[config.mk]
export PLATFORM = sky130hd
export DESIGN_NAME = thermistor_table_interpolator
export DESIGN_NICKNAME = d
export VERILOG_FILES = /design/src/hw/rtl/tti_pkg.sv /design/src/hw/rtl/tti_table.sv /design/src/hw/rtl/tti_div.sv /design/src/hw/rtl/thermistor_table_interpolator.sv
export SDC_FILE = /design/constraint.sdc
export NUM_CORES = 2
export LEC_CHECK = 0
export ABC_CLOCK_PERIOD_IN_PS = 10100
export BUFFER_PORTS_ARGS = -buffer_cell sky130_fd_sc_hd__buf_4
export CAP_MARGIN = 25
export CORE_MARGIN = 2
export CORE_UTILIZATION = 40
export CTS_CLUSTER_DIAMETER = 120
export DETAILED_ROUTE_END_ITERATION = 8
export GPL_TIMING_DRIVEN = 0
export PLACE_DENSITY = 0.53
export SETUP_SLACK_MARGIN = 0.5
export SLEW_MARGIN = 20
export SYNTH_ARGS = -nofsm -noshare
export SYNTH_HDL_FRONTEND = slang
export SYNTH_SLANG_ARGS = --single-unit
[constraint.sdc]
create_clock -name clk -period 10.1 [get_ports clk]
set_clock_uncertainty 0.15 [all_clocks]
set_input_delay 2.02 -clock clk [delete_from_list [all_inputs] [get_ports clk]]
set_output_delay 2.02 -clock clk [all_outputs]
set_load 0.01 [all_outputs]
[src/hw/rtl/tti_pkg.sv]
// ----------------------------------------------------------------------------
// tti_pkg
// Shared types, constants and the default breakpoint curve of the thermistor
// table interpolator.
// ----------------------------------------------------------------------------
package tti_pkg;

	typedef struct packed {
		logic signed [15:0] adc;
		logic signed [15:0] temp;
	} entry_t;

	typedef enum logic {
		OP_CONVERT = 1'b0,
		OP_WRITE   = 1'b1
	} op_e;

	localparam int TBL_IDX_W = 6;
	localparam int NUM_W     = 34;
	localparam int DEN_W     = 17;
	localparam int QUO_W     = 33;
	localparam int DIV_STEPS = 32;

	localparam logic signed [15:0] HOT_LIMIT = 16'sd255;
	localparam logic signed [15:0] TEMP_MIN  = -16'sd32768;

	function automatic entry_t default_entry(input logic [TBL_IDX_W-1:0] idx);
		entry_t e;
		case (idx)
			6'd0:    e = '{adc: 16'sd1,    temp: 16'sd841};
			6'd1:    e = '{adc: 16'sd54,   temp: 16'sd255};
			6'd2:    e = '{adc: 16'sd107,  temp: 16'sd209};
			6'd3:    e = '{adc: 16'sd160,  temp: 16'sd184};
			6'd4:    e = '{adc: 16'sd213,  temp: 16'sd166};
			6'd5:    e = '{adc: 16'sd266,  temp: 16'sd153};
			6'd6:    e = '{adc: 16'sd319,  temp: 16'sd142};
			6'd7:    e = '{adc: 16'sd372,  temp: 16'sd132};
			6'd8:    e = '{adc: 16'sd425,  temp: 16'sd124};
			6'd9:    e = '{adc: 16'sd478,  temp: 16'sd116};
			6'd10:   e = '{adc: 16'sd531,  temp: 16'sd108};
			6'd11:   e = '{adc: 16'sd584,  temp: 16'sd101};
			6'd12:   e = '{adc: 16'sd637,  temp: 16'sd93};
			6'd13:   e = '{adc: 16'sd690,  temp: 16'sd86};
			6'd14:   e = '{adc: 16'sd743,  temp: 16'sd78};
			6'd15:   e = '{adc: 16'sd796,  temp: 16'sd70};
			6'd16:   e = '{adc: 16'sd849,  temp: 16'sd61};
			6'd17:   e = '{adc: 16'sd902,  temp: 16'sd50};
			6'd18:   e = '{adc: 16'sd955,  temp: 16'sd34};
			6'd19:   e = '{adc: 16'sd1008, temp: 16'sd3};
			default: e = '{adc: 16'sd0,    temp: 16'sd0};
		endcase
		return e;
	endfunction

endpackage

[src/hw/rtl/tti_table.sv]
// ----------------------------------------------------------------------------
// tti_table
// Breakpoint memory with one write port and one registered read port. Entries
// that were never written read as the default curve.
// ----------------------------------------------------------------------------
module tti_table #(
	parameter int NUM_ENTRIES = 20,
	localparam int IDX_W = $clog2(NUM_ENTRIES)
) (
	input  logic              clk,
	input  logic              arst_n,
	input  logic              wr_en,
	input  logic [IDX_W-1:0]  wr_addr,
	input  tti_pkg::entry_t   wr_data,
	input  logic              rd_en,
	input  logic [IDX_W-1:0]  rd_addr,
	output tti_pkg::entry_t   rd_data
);
	import tti_pkg::*;

	entry_t               mem [NUM_ENTRIES];
	entry_t               rd_mem_q;
	logic [IDX_W-1:0]     rd_idx_q;
	logic                 rd_written_q;
	logic [NUM_ENTRIES-1:0] written_q;

	always_ff @(posedge clk) begin
		if (wr_en) begin
			mem[wr_addr] <= wr_data;
		end
		if (rd_en) begin
			rd_mem_q <= mem[rd_addr];
			rd_idx_q <= rd_addr;
		end
	end

	always_ff @(posedge clk or negedge arst_n) begin
		if (!arst_n) begin
			written_q    <= '0;
			rd_written_q <= 1'b0;
		end else begin
			if (wr_en) begin
				written_q[wr_addr] <= 1'b1;
			end
			if (rd_en) begin
				rd_written_q <= written_q[rd_addr];
			end
		end
	end

	assign rd_data = rd_written_q ? rd_mem_q : default_entry(TBL_IDX_W'(rd_idx_q));

endmodule

[src/hw/rtl/tti_div.sv]
// ----------------------------------------------------------------------------
// tti_div
// Signed restoring divider, one quotient bit per cycle, truncating toward
// zero.
// ----------------------------------------------------------------------------
module tti_div (
	input  logic                               clk,
	input  logic                               arst_n,
	input  logic                               start,
	input  logic signed [tti_pkg::NUM_W-1:0]   num,
	input  logic signed [tti_pkg::DEN_W-1:0]   den,
	output logic                               done,
	output logic signed [tti_pkg::QUO_W-1:0]   quo
);
	import tti_pkg::*;

	localparam int CNT_W = $clog2(DIV_STEPS);
	localparam int MAG_W = QUO_W - 1;
	localparam int DV_W  = DEN_W - 1;

	logic                  busy_q;
	logic                  done_q;
	logic [CNT_W-1:0]      cnt_q;
	logic [MAG_W-1:0]      dq_q;
	logic [DV_W-1:0]       dv_q;
	logic [DV_W-1:0]       rem_q;
	logic                  neg_q;
	logic [NUM_W-1:0]      num_neg;
	logic [DEN_W-1:0]      den_neg;
	logic [DEN_W-1:0]      shifted;
	logic                  fits;

	assign num_neg = -num;
	assign den_neg = -den;
	assign shifted = {rem_q, dq_q[MAG_W-1]};
	assign fits    = shifted >= {1'b0, dv_q};

	always_ff @(posedge clk or negedge arst_n) begin
		if (!arst_n) begin
			busy_q <= 1'b0;
			done_q <= 1'b0;
			cnt_q  <= '0;
		end else begin
			done_q <= 1'b0;
			if (start) begin
				busy_q <= 1'b1;
				cnt_q  <= '0;
			end else if (busy_q) begin
				cnt_q <= cnt_q + 1'b1;
				if (cnt_q == CNT_W'(DIV_STEPS - 1)) begin
					busy_q <= 1'b0;
					done_q <= 1'b1;
				end
			end
		end
	end

	always_ff @(posedge clk) begin
		if (start) begin
			dq_q  <= num[NUM_W-1] ? num_neg[MAG_W-1:0] : num[MAG_W-1:0];
			dv_q  <= den[DEN_W-1] ? den_neg[DV_W-1:0] : den[DV_W-1:0];
			rem_q <= '0;
			neg_q <= num[NUM_W-1] ^ den[DEN_W-1];
		end else if (busy_q) begin
			rem_q <= fits ? DV_W'(shifted - {1'b0, dv_q}) : shifted[DV_W-1:0];
			dq_q  <= {dq_q[MAG_W-2:0], fits};
		end
	end

	assign done = done_q;
	assign quo  = neg_q ? -$signed({1'b0, dq_q}) : $signed({1'b0, dq_q});

endmodule

[src/hw/rtl/thermistor_table_interpolator.sv]
// ----------------------------------------------------------------------------
// thermistor_table_interpolator
// Converts a thermistor ADC reading to Celsius by a walk over a breakpoint
// memory, linear interpolation and an iterative divide.
//
//   Channel  Direction  Handshake             Payload
//   request  in         in_valid / in_ready   op, reading, entry_index,
//                                             entry_adc, entry_temp
//   result   out        out_valid / out_ready celsius
//
// A write request completes in the cycle it is accepted and gives no result.
// A conversion does one memory read per cycle during the walk, then at most a
// multiply and 32 divider steps.
// After reset the table reads as the default curve at once; no clearing pass.
// A finished result waits until the output register is free; a new request
// is taken while the previous result is still held there.
// ----------------------------------------------------------------------------
module thermistor_table_interpolator #(
	parameter int NUM_ENTRIES = 20
) (
	input  logic               clk,
	input  logic               arst_n,
	input  logic               in_valid,
	output logic               in_ready,
	input  logic               op,
	input  logic [9:0]         reading,
	input  logic [4:0]         entry_index,
	input  logic signed [15:0] entry_adc,
	input  logic signed [15:0] entry_temp,
	output logic               out_valid,
	input  logic               out_ready,
	output logic signed [15:0] celsius
);
	import tti_pkg::*;

	localparam int IDX_W  = $clog2(NUM_ENTRIES);
	localparam int WIDX_W = (IDX_W > 5) ? IDX_W : 5;

	typedef enum logic [5:0] {
		S_IDLE  = 6'b000001,
		S_SCAN  = 6'b000010,
		S_MUL   = 6'b000100,
		S_START = 6'b001000,
		S_DIV   = 6'b010000,
		S_DONE  = 6'b100000
	} state_t;

	state_t                    state_q;
	logic [9:0]                reading_q;
	logic [IDX_W-1:0]          issue_q;
	logic                      issuing_q;
	logic                      chk_vld_s1;
	logic [IDX_W-1:0]          chk_idx_s1;
	entry_t                    prev_q;
	entry_t                    cur_q;
	logic signed [NUM_W-1:0]   prod_q;
	logic signed [DEN_W-1:0]   den_q;
	logic signed [15:0]        res_q;
	logic                      out_valid_q;
	logic signed [15:0]        celsius_q;

	logic                      accept;
	logic                      wr_en;
	logic                      wr_ok;
	logic [WIDX_W-1:0]         widx;
	entry_t                    wr_data;
	logic                      rd_en;
	entry_t                    rd_data;
	logic                      hit;
	logic                      last;
	logic signed [DEN_W-1:0]   dx;
	logic signed [DEN_W-1:0]   dt;
	logic signed [DEN_W-1:0]   width;
	logic                      div_done;
	logic signed [QUO_W-1:0]   quo;
	logic signed [NUM_W-1:0]   val;
	logic                      load;

	assign in_ready = (state_q == S_IDLE);
	assign accept   = in_valid && in_ready;
	assign widx     = WIDX_W'(entry_index);
	assign wr_ok    = {27'd0, entry_index} < 32'(NUM_ENTRIES);
	assign wr_en    = accept && (op == OP_WRITE) && wr_ok;
	assign wr_data  = '{adc: entry_adc, temp: entry_temp};
	assign rd_en    = (state_q == S_SCAN) && issuing_q;

	tti_table #(
		.NUM_ENTRIES(NUM_ENTRIES)
	) u_table (
		.clk     (clk),
		.arst_n  (arst_n),
		.wr_en   (wr_en),
		.wr_addr (widx[IDX_W-1:0]),
		.wr_data (wr_data),
		.rd_en   (rd_en),
		.rd_addr (issue_q),
		.rd_data (rd_data)
	);

	assign hit   = rd_data.adc > $signed({6'd0, reading_q});
	assign last  = chk_idx_s1 == IDX_W'(NUM_ENTRIES - 1);
	assign dx    = $signed({7'd0, reading_q}) - $signed({prev_q.adc[15], prev_q.adc});
	assign dt    = $signed({cur_q.temp[15], cur_q.temp}) - $signed({prev_q.temp[15], prev_q.temp});
	assign width = $signed({cur_q.adc[15], cur_q.adc}) - $signed({prev_q.adc[15], prev_q.adc});

	tti_div u_div (
		.clk    (clk),
		.arst_n (arst_n),
		.start  (state_q == S_START),
		.num    (prod_q),
		.den    (den_q),
		.done   (div_done),
		.quo    (quo)
	);

	assign val  = $signed({{(NUM_W - 16){prev_q.temp[15]}}, prev_q.temp})
		+ $signed({quo[QUO_W-1], quo});
	assign load = (state_q == S_DONE) && (!out_valid_q || out_ready);

	always_ff @(posedge clk or negedge arst_n) begin
		if (!arst_n) begin
			state_q     <= S_IDLE;
			issue_q     <= '0;
			issuing_q   <= 1'b0;
			chk_vld_s1  <= 1'b0;
			out_valid_q <= 1'b0;
		end else begin
			chk_vld_s1 <= rd_en;
			if (rd_en) begin
				issue_q <= issue_q + 1'b1;
			end
			if (load) begin
				out_valid_q <= 1'b1;
			end else if (out_ready) begin
				out_valid_q <= 1'b0;
			end
			case (state_q)
				S_IDLE: begin
					if (accept && (op == OP_CONVERT)) begin
						state_q   <= S_SCAN;
						issue_q   <= '0;
						issuing_q <= 1'b1;
					end
				end
				S_SCAN: begin
					if (chk_vld_s1 && (chk_idx_s1 != '0) && hit) begin
						state_q   <= S_MUL;
						issuing_q <= 1'b0;
					end else if (chk_vld_s1 && (chk_idx_s1 != '0) && last) begin
						state_q   <= S_DONE;
						issuing_q <= 1'b0;
					end else if (rd_en && (issue_q == IDX_W'(NUM_ENTRIES - 1))) begin
						issuing_q <= 1'b0;
					end
				end
				S_MUL: begin
					state_q <= (width == '0) ? S_DONE : S_START;
				end
				S_START: begin
					state_q <= S_DIV;
				end
				S_DIV: begin
					if (div_done) begin
						state_q <= S_DONE;
					end
				end
				S_DONE: begin
					if (load) begin
						state_q <= S_IDLE;
					end
				end
				default: begin
					state_q <= S_IDLE;
				end
			endcase
		end
	end

	always_ff @(posedge clk) begin
		chk_idx_s1 <= issue_q;
		if (accept) begin
			reading_q <= reading;
		end
		if ((state_q == S_SCAN) && chk_vld_s1) begin
			if ((chk_idx_s1 != '0) && hit) begin
				cur_q <= rd_data;
			end else begin
				prev_q <= rd_data;
				res_q  <= HOT_LIMIT;
			end
		end
		if (state_q == S_MUL) begin
			prod_q <= dx * dt;
			den_q  <= width;
			res_q  <= HOT_LIMIT;
		end
		if ((state_q == S_DIV) && div_done) begin
			if (val > $signed(NUM_W'(HOT_LIMIT))) begin
				res_q <= HOT_LIMIT;
			end else if (val < $signed({{(NUM_W - 16){1'b1}}, TEMP_MIN})) begin
				res_q <= TEMP_MIN;
			end else begin
				res_q <= val[15:0];
			end
		end
		if (load) begin
			celsius_q <= res_q;
		end
	end

	assign out_valid = out_valid_q;
	assign celsius   = celsius_q;

endmodule

==> summary.txt <==
Critical path
  – Critical Path RT: 10.39 ns
  – WP data arrival: 9.58 ns
  – CP most frequent cell: fa_1
  – R2R depth: 38
  – Crit end category: flip-flop
  – Startpoint types: flip-flop
  – Crit Path Max Fanout: 5
  – WS Path Type: flip-flop to flip-flop
  – Slowest stage cell, crit path: fa_1
  – CP peak stage delay: 0.55 ns

GRT
  – Tot GR Track Use: 20.27%
  – Antenna violations before repair: 4
  – Total congestion overflow: 0
  – Vias in the first global route: 32660
  – Largest net degree at the start of global routing: 51
  – Global-route wire length before repair: 205700 um

Flow run
  – Max Cap Viol: 0

Synthesis
  – Avg Cell Area, Syn: 13.58 um2
  – Top FF cell, synth: edfxtp_1
  – Number of flops mapped to enable cells by yosys: 882
  – Post-Syn Area: 53020 um2
  – Post-synth ARST share: 4.357%
  – Post-Syn Instances: 3904
  – Sequential cell area fraction in the yosys report: 53.45%
  – Number of synthesis warnings: 0
  – Post-synth cell types: 88
  – Yosys reg bits: 964
  – Mapped Nets: 4456

Die
  – FP Rows: 133
  – CORE AREA: 131500 um2
  – Ports: 70
  – DIE AREA: 135500 um2
  – Initial core utilization: 40.33%
  – Die X: 368.1 um
  – Die Span Y: 368.1 um

Clock tree
  – Clock Path Buffers: 3
  – CTS tree: built
  – Num Clock Sinks: 964
  – Clock root buffer: clkbuf_16
  – Hold_buf cts: 0
  – Clk slew on worst S/H paths: 0.06 ns
  – Num CTS Buffers: 101
  – H-tree Lvls: 3
  – Worst-Skew Late Latency: 0.71 ns

Routing
  – Total number of vias: 31550
  – Vias/cell: 5.240
  – Residual DRC: 0
  – 1st-iter DRT viols: 2300
  – Drt wl/cell: 22.52 um
  – First drt pass iteration count: 5
  – WL final: 135600 um
  – Routed Antenna Nets: 0

Timing
  – Tcrit/Tclk final: 92.01%
  – Fin crit period: 9.293 ns
  – Setup Viol. Count Final: 0
  – Final worst setup slack: 0.8065 ns
  – Final hold vios: 0
  – Slew @ Worst Pin: 1.053 ns
  – Max-slew violations: 0
  – Unrepaired setup endpoints after global routing: no
  – Max_slew headroom: 29.83%
  – F_max: 107.6 MHz

Finish
  – Most frequent cells in the layout: edfxtp_1, inv_1, nand2_1
  – Nets: 4729
  – Layout Cells excl Fill: 6020
  – Commonest non-fill, non-tap cell in the layout: edfxtp_1
  – Fillers: 11760
  – Fraction of layout cells with a size suffix above 1: 16.33%
  – Area growth from synthesis to layout: 15.29%

Placement
  – Number of port buffers: 68
  – Placed cells: 5798
  – Detail Placement HPWL: 102900 um
  – Place WS: -0.8467 ns
  – Routability Congestion: 0.8852

Min path
  – Min-Delay Path Class: flip-flop to flip-flop
  – Cell count of the worst hold path: 0

Outcome
  – Status: finished, final reports clean
worst max-delay path, delay by kind of cell (launching register included):
kind                     cells  cell delay (ns)
XOR/XNOR                     2             0.64
AND/OR/NAND/NOR              7             0.79
flip-flops                   1             0.47
AO/OA/AOI/OAI               15             2.81
buffers and inverters        6             0.46
adder cells (fa/ha/maj)      8             3.71
layer usage:
| metal | up-vias | track usage (%) | part of all wire [%] | wire (um) |
|---|---|---|---|---|
| li1 | 14490 | - | - | - |
| met5 | - | 0 | 0.027 | 37 |
| met2 | 741 | 34.63 | 50 | 67600 |
| met3 | 174 | 3.146 | 4.9 | 6689 |
| met1 | 16140 | 26.98 | 43 | 57740 |
| met4 | 6 | 5.275 | 2.6 | 3519 |
stage by stage:
| step | utilization [%] | setup TNS (ns) | hold slack, ns | instance area [um2] |
|---|---|---|---|---|
| detailed placement | 43.41 | -5.358 | 0.2375 | 57070 |
| CTS | 46.19 | 0 | 0.2502 | 60720 |
| finish | 46.50 | 0 | 0.2514 | 61120 |
| floorplan | - | 0 | 0.2114 | 53020 |
| global placement | 42.39 | -9.109 | 0.2273 | 55720 |
| global route | 46.49 | 0 | 0.2638 | 61110 |
cells in the mapped netlist (all sizes together) (35+ instances only):
| library cell | count | area [um2] |
|---|---|---|
| edfxtp | 882 | 26490 |
| nand2 | 397 | 1490 |
| mux4 | 199 | 4482 |
| a21oi | 117 | 589.3 |
| nand2b | 38 | 237.7 |
| fa | 301 | 6026 |
| nor3 | 39 | 205.2 |
| nor2 | 259 | 972.2 |
| xnor2 | 130 | 1139 |
| a21o | 35 | 262.8 |
| ha | 199 | 2490 |
| dfxtp | 40 | 800.8 |
| clkbuf | 107 | 415.4 |
| dfrtp | 41 | 1026 |
| xor2 | 78 | 683.2 |
| o21ai | 146 | 745.7 |
| inv | 446 | 1674 |
area by class of cell:
class | instances | area (um2) | share of cell area [%]
flip-flops and latches | 964 | 28340 | 46.36
multi-input cells | 2365 | 23150 | 37.88
clock buffers | 124 | 2685 | 4.393
well taps | 1755 | 2196 | 3.592
repair buffers | 170 | 1846 | 3.019
inverters | 448 | 1682 | 2.751
clock inverters | 63 | 630.6 | 1.032
plain buffers | 127 | 583.1 | 0.9539
diodes | 4 | 10.01 | 0.01638
registers in the layout, indices dropped and copies added (netlist names), 5 cells and up, named ones only:
| signal | cells |
|---|---|
| u_table.written_q | 20 |
| den_q | 17 |
| u_table.mem | 640 |
| reading_q | 10 |
| cur_q | 32 |
| chk_idx_s1 | 5 |
| u_table.rd_mem_q | 32 |
| u_div.cnt_q | 5 |
| celsius | 16 |
| prod_q | 33 |
| res_q | 16 |
| u_div.dv_q | 16 |
| issue_q | 5 |
| u_div.rem_q | 16 |
| u_table.rd_idx_q | 5 |
| state_q | 6 |
| prev_q | 32 |
| u_div.dq_q | 32 |
cell families (layout without fill, tap and decap cells):
kind of cell	after synthesis	in the layout	synth area share [%]
DFF	964	964	53.45
and+or+nand+nor	955	955	8.258
buffers and inverters	575	932	4.113
adders and majority gates	500	500	16.06
AOI/OAI and AO/OA	469	469	5.537
muxes	233	233	9.143
xor gates and xnor gates	208	208	3.436
other	0	4	0
timing repair:
item / CTS / global route
pin swaps: 6 / 20
gates resized for setup: 57 / 58
cloned: 0 / 2
setup buffers: 9 / 16
setup endpoints to repair: 13 / 11
final timing paths:
| path | start | to | slack [ns] |
|---|---|---|---|
| max | reading_q[1]$_DFFE_PP_ | prod_q[33]$_DFFE_PP_ | 0.81 |
| min | issue_q[4]$_DFF_PN0_ | chk_idx_s1[4]$_DFF_P_ | 0.25 |
| max reg2reg | reading_q[1]$_DFFE_PP_ | prod_q[33]$_DFFE_PP_ | 0.81 |
| min reg2reg | issue_q[4]$_DFF_PN0_ | chk_idx_s1[4]$_DFF_P_ | 0.25 |
| max in group asynchronous | arst_n | u_div.cnt_q[3]$_DFFE_PN0P_ | 8.11 |
| min in group asynchronous | arst_n | u_table.written_q[14]$_DFFE_PN0P_ | 1.20 |
Power is not shown: default switching activity piles up to over one toggle a cycle in this logic, so the estimate is an artifact.
